$ cat config.mk
export PLATFORM = sky130hd
export DESIGN_NAME = ppe_div
export DESIGN_NICKNAME = d
export VERILOG_FILES = /design/src/rtl/ppe_pkg.sv /design/src/rtl/ppe_div.sv
export SDC_FILE = /design/constraint.sdc
export NUM_CORES = 1
export LEC_CHECK = 0
export ABC_AREA = 0
export BUFFER_PORTS_ARGS = -buffer_cell sky130_fd_sc_hd__clkbuf_2
export CORE_MARGIN = 4
export CORE_UTILIZATION = 55
export CTS_CLUSTER_DIAMETER = 30
export DETAILED_ROUTE_END_ITERATION = 16
export PLACE_DENSITY = 0.89
export SETUP_SLACK_MARGIN = 0.15
export SYNTH_ARGS = -nofsm -noshare
export SYNTH_HDL_FRONTEND = slang
export SYNTH_SLANG_ARGS = --single-unit
$ cat constraint.sdc
create_clock -name clk -period 3.3 [get_ports clk]
set_input_delay 0.99 -clock clk [delete_from_list [all_inputs] [get_ports clk]]
set_output_delay 0.99 -clock clk [all_outputs]
set_load 0.1 [all_outputs]
$ cat src/rtl/ppe_pkg.sv
// Package of the partition engine: sizes, request and result codes, states, structs.
`default_nettype none
package ppe_pkg;

  localparam int MAX_NODES  = 4096;
  localparam int ADDR_W     = $clog2(MAX_NODES);
  localparam int NCOUNT_W   = 13;
  localparam int SCORE_W    = 32;
  localparam int DEGREE_W   = 16;
  localparam int IN_DATA_W  = 104;
  localparam int OUT_DATA_W = 80;
  localparam int CFG_IDX_W  = 3;

  // Request types carried in the input tuser
  localparam logic [2:0] REQ_EDGE   = 3'd0;
  localparam logic [2:0] REQ_REMOTE = 3'd1;
  localparam logic [2:0] REQ_END    = 3'd2;
  localparam logic [2:0] REQ_READ   = 3'd3;
  localparam logic [2:0] REQ_INIT   = 3'd4;

  // Result kinds carried in the output tuser
  localparam logic [1:0] KIND_REMOTE = 2'd0;
  localparam logic [1:0] KIND_DONE   = 2'd1;
  localparam logic [1:0] KIND_READ   = 2'd2;

  // Configuration register indexes
  localparam logic [CFG_IDX_W-1:0] CFG_MY_PARTITION  = 3'd0;
  localparam logic [CFG_IDX_W-1:0] CFG_FIRST_NODE    = 3'd1;
  localparam logic [CFG_IDX_W-1:0] CFG_NODE_COUNT    = 3'd2;
  localparam logic [CFG_IDX_W-1:0] CFG_DAMPING       = 3'd3;
  localparam logic [CFG_IDX_W-1:0] CFG_TELEPORT      = 3'd4;
  localparam logic [CFG_IDX_W-1:0] CFG_INITIAL_SCORE = 3'd5;
  localparam logic [CFG_IDX_W-1:0] CFG_MAX_ITER      = 3'd6;

  typedef enum logic [3:0] {
    ST_IDLE,
    ST_SCORE,
    ST_DIV,
    ST_ACC,
    ST_READ,
    ST_END_RD,
    ST_END_MUL,
    ST_END_WR,
    ST_END_FIN,
    ST_INIT,
    ST_RESULT
  } state_t;

  typedef struct packed {
    logic                start;
    logic [SCORE_W-1:0]  dividend;
    logic [DEGREE_W-1:0] divisor;
  } div_req_t;

  typedef struct packed {
    logic               done;
    logic [SCORE_W-1:0] quotient;
  } div_rsp_t;

endpackage
`default_nettype wire

$ cat src/rtl/ppe_div.sv
// Restoring divider, one quotient bit per cycle, for the edge share.
`default_nettype none
module ppe_div (
  input  wire logic              clk,
  input  wire logic              rst,
  input  wire ppe_pkg::div_req_t req,
  output ppe_pkg::div_rsp_t      rsp
);
  import ppe_pkg::*;

  localparam int CNT_W = $clog2(SCORE_W);

  logic                busy;
  logic [CNT_W-1:0]    count;
  logic [DEGREE_W-1:0] rem;
  logic [DEGREE_W-1:0] divisor;
  logic [SCORE_W-1:0]  quo;
  logic                done;
  logic [DEGREE_W:0]   shifted;
  logic                fits;

  // Shift in the next dividend bit and trial-subtract
  assign shifted = {rem, quo[SCORE_W-1]};
  assign fits    = shifted >= {1'b0, divisor};

  always_ff @(posedge clk) begin
    if (rst) begin
      busy  <= 1'b0;
      done  <= 1'b0;
      count <= '0;
    end else begin
      done <= 1'b0;
      if (req.start) begin
        busy  <= 1'b1;
        count <= '0;
      end else if (busy) begin
        count <= count + 1'b1;
        if (count == CNT_W'(SCORE_W - 1)) begin
          busy <= 1'b0;
          done <= 1'b1;
        end
      end
    end
  end

  // Datapath: remainder and quotient shift register
  always_ff @(posedge clk) begin
    if (req.start) begin
      rem     <= '0;
      quo     <= req.dividend;
      divisor <= req.divisor;
    end else if (busy) begin
      rem <= fits ? DEGREE_W'(shifted - {1'b0, divisor}) : shifted[DEGREE_W-1:0];
      quo <= {quo[SCORE_W-2:0], fits};
    end
  end

  assign rsp.done     = done;
  assign rsp.quotient = quo;

endmodule
`default_nettype wire

==> results.txt <==
Final Skew = 0.008906 ns
area share of the largest cell type after synthesis = 37.33%
critical path data arrival time = 3.07 ns
Root Driver = sky130_fd_sc_hd__clkbuf_8
Core Rows = 30
post-CTS setup-driven buffer insertion count = 0
post-detailed-route count of antenna-violating nets = 0
internal power consumption = 1.683 mW
WP data required = 3.56 ns
Post-Synthesis Cell Area = 3861 um2
Synth Register Bits = 71
fraction of synthesis flops using an asynchronous set or reset pin = 0%
net switching power = 0.9430 mW
starting utilization of the core area = 56.83%
detailed-router iteration count before antenna repair = 4
cells along the critical path = inv_1, ha_1, nand4_1, or4_1, and4_4, a31oi_4, mux2_2, a211oi_1
clk slew on worst S/H paths = 0.08 ns
number of antenna diodes = 0
count of synthesis-stage warnings from yosys = 0
Max-cap violations = 0
share of synthesized area occupied by flip-flops and latches = 49.25%
final hold violation count = 0
Syn Nets = 425
minimum period implied by the final worst setup slack = 2.804 ns
mean area per synthesized cell = 10.88 um2
largest net degree at the start of global routing = 45
Post-synth EDFFs = 48
most used standard cells in the synthesized netlist = 48 x sky130_fd_sc_hd__edfxtp_1, 32 x sky130_fd_sc_hd__mux2_2, 31 x sky130_fd_sc_hd__nor2_1
Post-DP HPWL = 6058 um
number of nets in the final layout = 504
number of sinks on the clock net = 71
Detailed Route WL = 8640 um
number of buffers added on ports = 83
proportion of power drawn by the clock network = 29.3%
clock insertion delay at the later pin of the skew report = 0.36 ns
most numerous cell in the Yosys netlist = sky130_fd_sc_hd__edfxtp_1
per-cell routed wire length = 16.15 um
nature of the critical path endpoint = flop
TritonCTS buffer count = 9
vias post-DR = 3,007
Relative slew margins = 48.19%
Post-Syn Instances = 355
max incr delay on CP = 0.57 ns
f_max = 0.3567 GHz
RSZ-0062 raised after global routing = false
buffer and inverter count on the worst path = 1
crit path max-delay cell type = sky130_fd_sc_hd__or4_1
kind of path behind the tightest hold check = flop to flop
chip height = 91.79 um
Synth area leader = sky130_fd_sc_hd__edfxtp_1
first-pass GRT wire length = 14,170 um
Cell Pwr Density = 575.7 nW/um2
static leakage = 1.916 nW
critical path startpoint category = flop
most used flip-flop cell after synthesis = sky130_fd_sc_hd__edfxtp_1
final weighted congestion of routability-driven global placement = 0.9019
final worst path period share = 84.97%
logic gate share of total power = 29.5%
setup tns final = 0 ns
TritonCTS clock tree = built
placeable core region = 6794 um2
total of endpoints with negative setup slack in the final report = 0
overall fraction of global-route tracks in use = 21.26%
result of the run = finished clean
DR iter-0 viols = 221
switching part of the total = 35.90%
share of final-layout standard cells stronger than drive strength 1 = 32.35%
type of the worst setup path = flop to flop
top cells by area in the synthesized netlist = sky130_fd_sc_hd__edfxtp_1 37%, sky130_fd_sc_hd__dfxtp_1 12%, sky130_fd_sc_hd__mux2_2 9.3%, sky130_fd_sc_hd__ha_1 5.8%, sky130_fd_sc_hd__nor2_1 3.0%
post-detailed-route DRC marker count = 0
hold buffers post-CTS = 0
count of different cell masters after synthesis = 51
Flop pwr share = 41.2%
Clock Tree Buf Depth = 2
end-of-flow core utilization = 67.15%
critical path's top delay family = simple AND/OR/NAND/NOR gates
post-synthesis to final-layout area growth = 18.15%
slew at the pin closest to its max-slew limit = 0.7771 ns
die extent in x = 91.79 um
crit path max fanout = 9
via count of the first global-routing pass = 2,958
ports placed on the boundary = 84
Die Footprint = 8424 um2
vias per inst = 5.621
number of pins with negative max-slew slack in the final report = 0
antenna violations before repair = 0
VDD IR max = 0.4503 mV
CTS H-Tree Depth = 3
total of cells resized after clock tree synthesis = 0
total global routing overflow = 0
flip-flops by register name, summed over array words and instances, names as in the netlist:
signal   cells
divisor     16
quo         32
count        5
done         1
busy         1
rem         16
worst min-delay path, delay by kind of cell, from the launching register on:
family,cells,cell delay (ns)
simple gates,1,0.08
flops,1,0.33
compound gates,1,0.05
path summary, 6_finish.rpt:
check	slack [ns]	endpoint	start	cells after the start
worst max register to register	0.50	rem[0]	divisor[9]	8
worst min-delay path	0.51	rem[10]	rem[10]	2
worst min register to register	0.51	rem[10]	rem[10]	2
worst max-delay path	0.50	rem[0]	divisor[9]	8
per-layer routing:
layer	track usage [%]	share of wire, %	vias to the layer above
li1	-	-	1464
met3	5.824	5.4	25
met5	0	0	-
met1	25.25	41	1418
met2	35.36	50	100
met4	10.64	3.2	0
layout by cell type (no fill, tap or decap), types with 3 or more instances in the layout:
master / instances
sky130_fd_sc_hd__a211oi_1: 9
sky130_fd_sc_hd__clkbuf_8: 9
sky130_fd_sc_hd__clkbuf_2: 83
sky130_fd_sc_hd__edfxtp_1: 48
sky130_fd_sc_hd__a31oi_1: 3
sky130_fd_sc_hd__or2_2: 3
sky130_fd_sc_hd__o21ai_0: 10
sky130_fd_sc_hd__mux2i_1: 7
sky130_fd_sc_hd__ha_1: 18
sky130_fd_sc_hd__nand2_1: 19
sky130_fd_sc_hd__inv_1: 22
sky130_fd_sc_hd__dfxtp_1: 23
sky130_fd_sc_hd__nor3_1: 4
sky130_fd_sc_hd__nand3_1: 8
sky130_fd_sc_hd__clkinvlp_4: 3
sky130_fd_sc_hd__nand2b_1: 14
sky130_fd_sc_hd__xor2_1: 4
sky130_fd_sc_hd__xnor2_1: 7
sky130_fd_sc_hd__mux2_2: 32
sky130_fd_sc_hd__nor2_1: 31
sky130_fd_sc_hd__buf_4: 6
sky130_fd_sc_hd__o21bai_1: 3
sky130_fd_sc_hd__o211ai_1: 3
sky130_fd_sc_hd__o21a_1: 3
sky130_fd_sc_hd__a21o_1: 3
sky130_fd_sc_hd__nand4_1: 6
sky130_fd_sc_hd__a21oi_1: 18
sky130_fd_sc_hd__and3_1: 4
sky130_fd_sc_hd__a311oi_1: 5
sky130_fd_sc_hd__nand3b_1: 3
kinds of logic (layout without fill, tap and decap cells):
group | after synthesis | count (layout) | share of synthesized area [%]
AO/OA/AOI/OAI | 73 | 73 | 13.19
XOR/XNOR | 11 | 11 | 2.495
adder cells (fa/ha/maj) | 19 | 19 | 6.351
buffers and inverters | 43 | 127 | 4.731
flip-flops | 71 | 71 | 49.25
multiplexers | 39 | 39 | 11.15
AND/OR/NAND/NOR | 99 | 99 | 12.83
stage by stage:
| stage | total power [mW] | hold slack [ns] | cells | setup slack [ns] | area (um2) |
|---|---|---|---|---|---|
| floorplan | 1.720 | 0.4673 | 355 | 0.3339 | 3861 |
| global placement | 1.844 | 0.4813 | 519 | 0.7282 | 4342 |
| detailed placement | 1.862 | 0.4986 | 519 | 0.5751 | 4342 |
| CTS | 2.636 | 0.5090 | 535 | 0.4988 | 4562 |
| global route | 2.745 | 0.5236 | 535 | 0.3623 | 4562 |
| finish | 2.626 | 0.5074 | 535 | 0.4961 | 4562 |
layout make-up:
type / instances / area, um2
Fill cell: 489 / 2232
Clock buffer: 9 / 123.9
Multi-Input combinational cell: 241 / 1777
Timing Repair Buffer: 89 / 460.4
Sequential cell: 71 / 1902
Tap cell: 96 / 120.1
Clock inverter: 7 / 96.34
Inverter: 22 / 82.58
power by group through the flow:
stage          Sequential (mW)  Combinational, mW  Clock [mW]
3_5_place_dp              1.10              0.762           0
4_1_cts                   1.08              0.771       0.784
2_1_floorplan             1.40              0.324           0
5_1_grt                   1.09              0.828       0.827
3_3_place_gp              1.09              0.750           0
6_report                  1.08              0.775       0.771
Note: power is estimated with default switching activity, not from simulation.
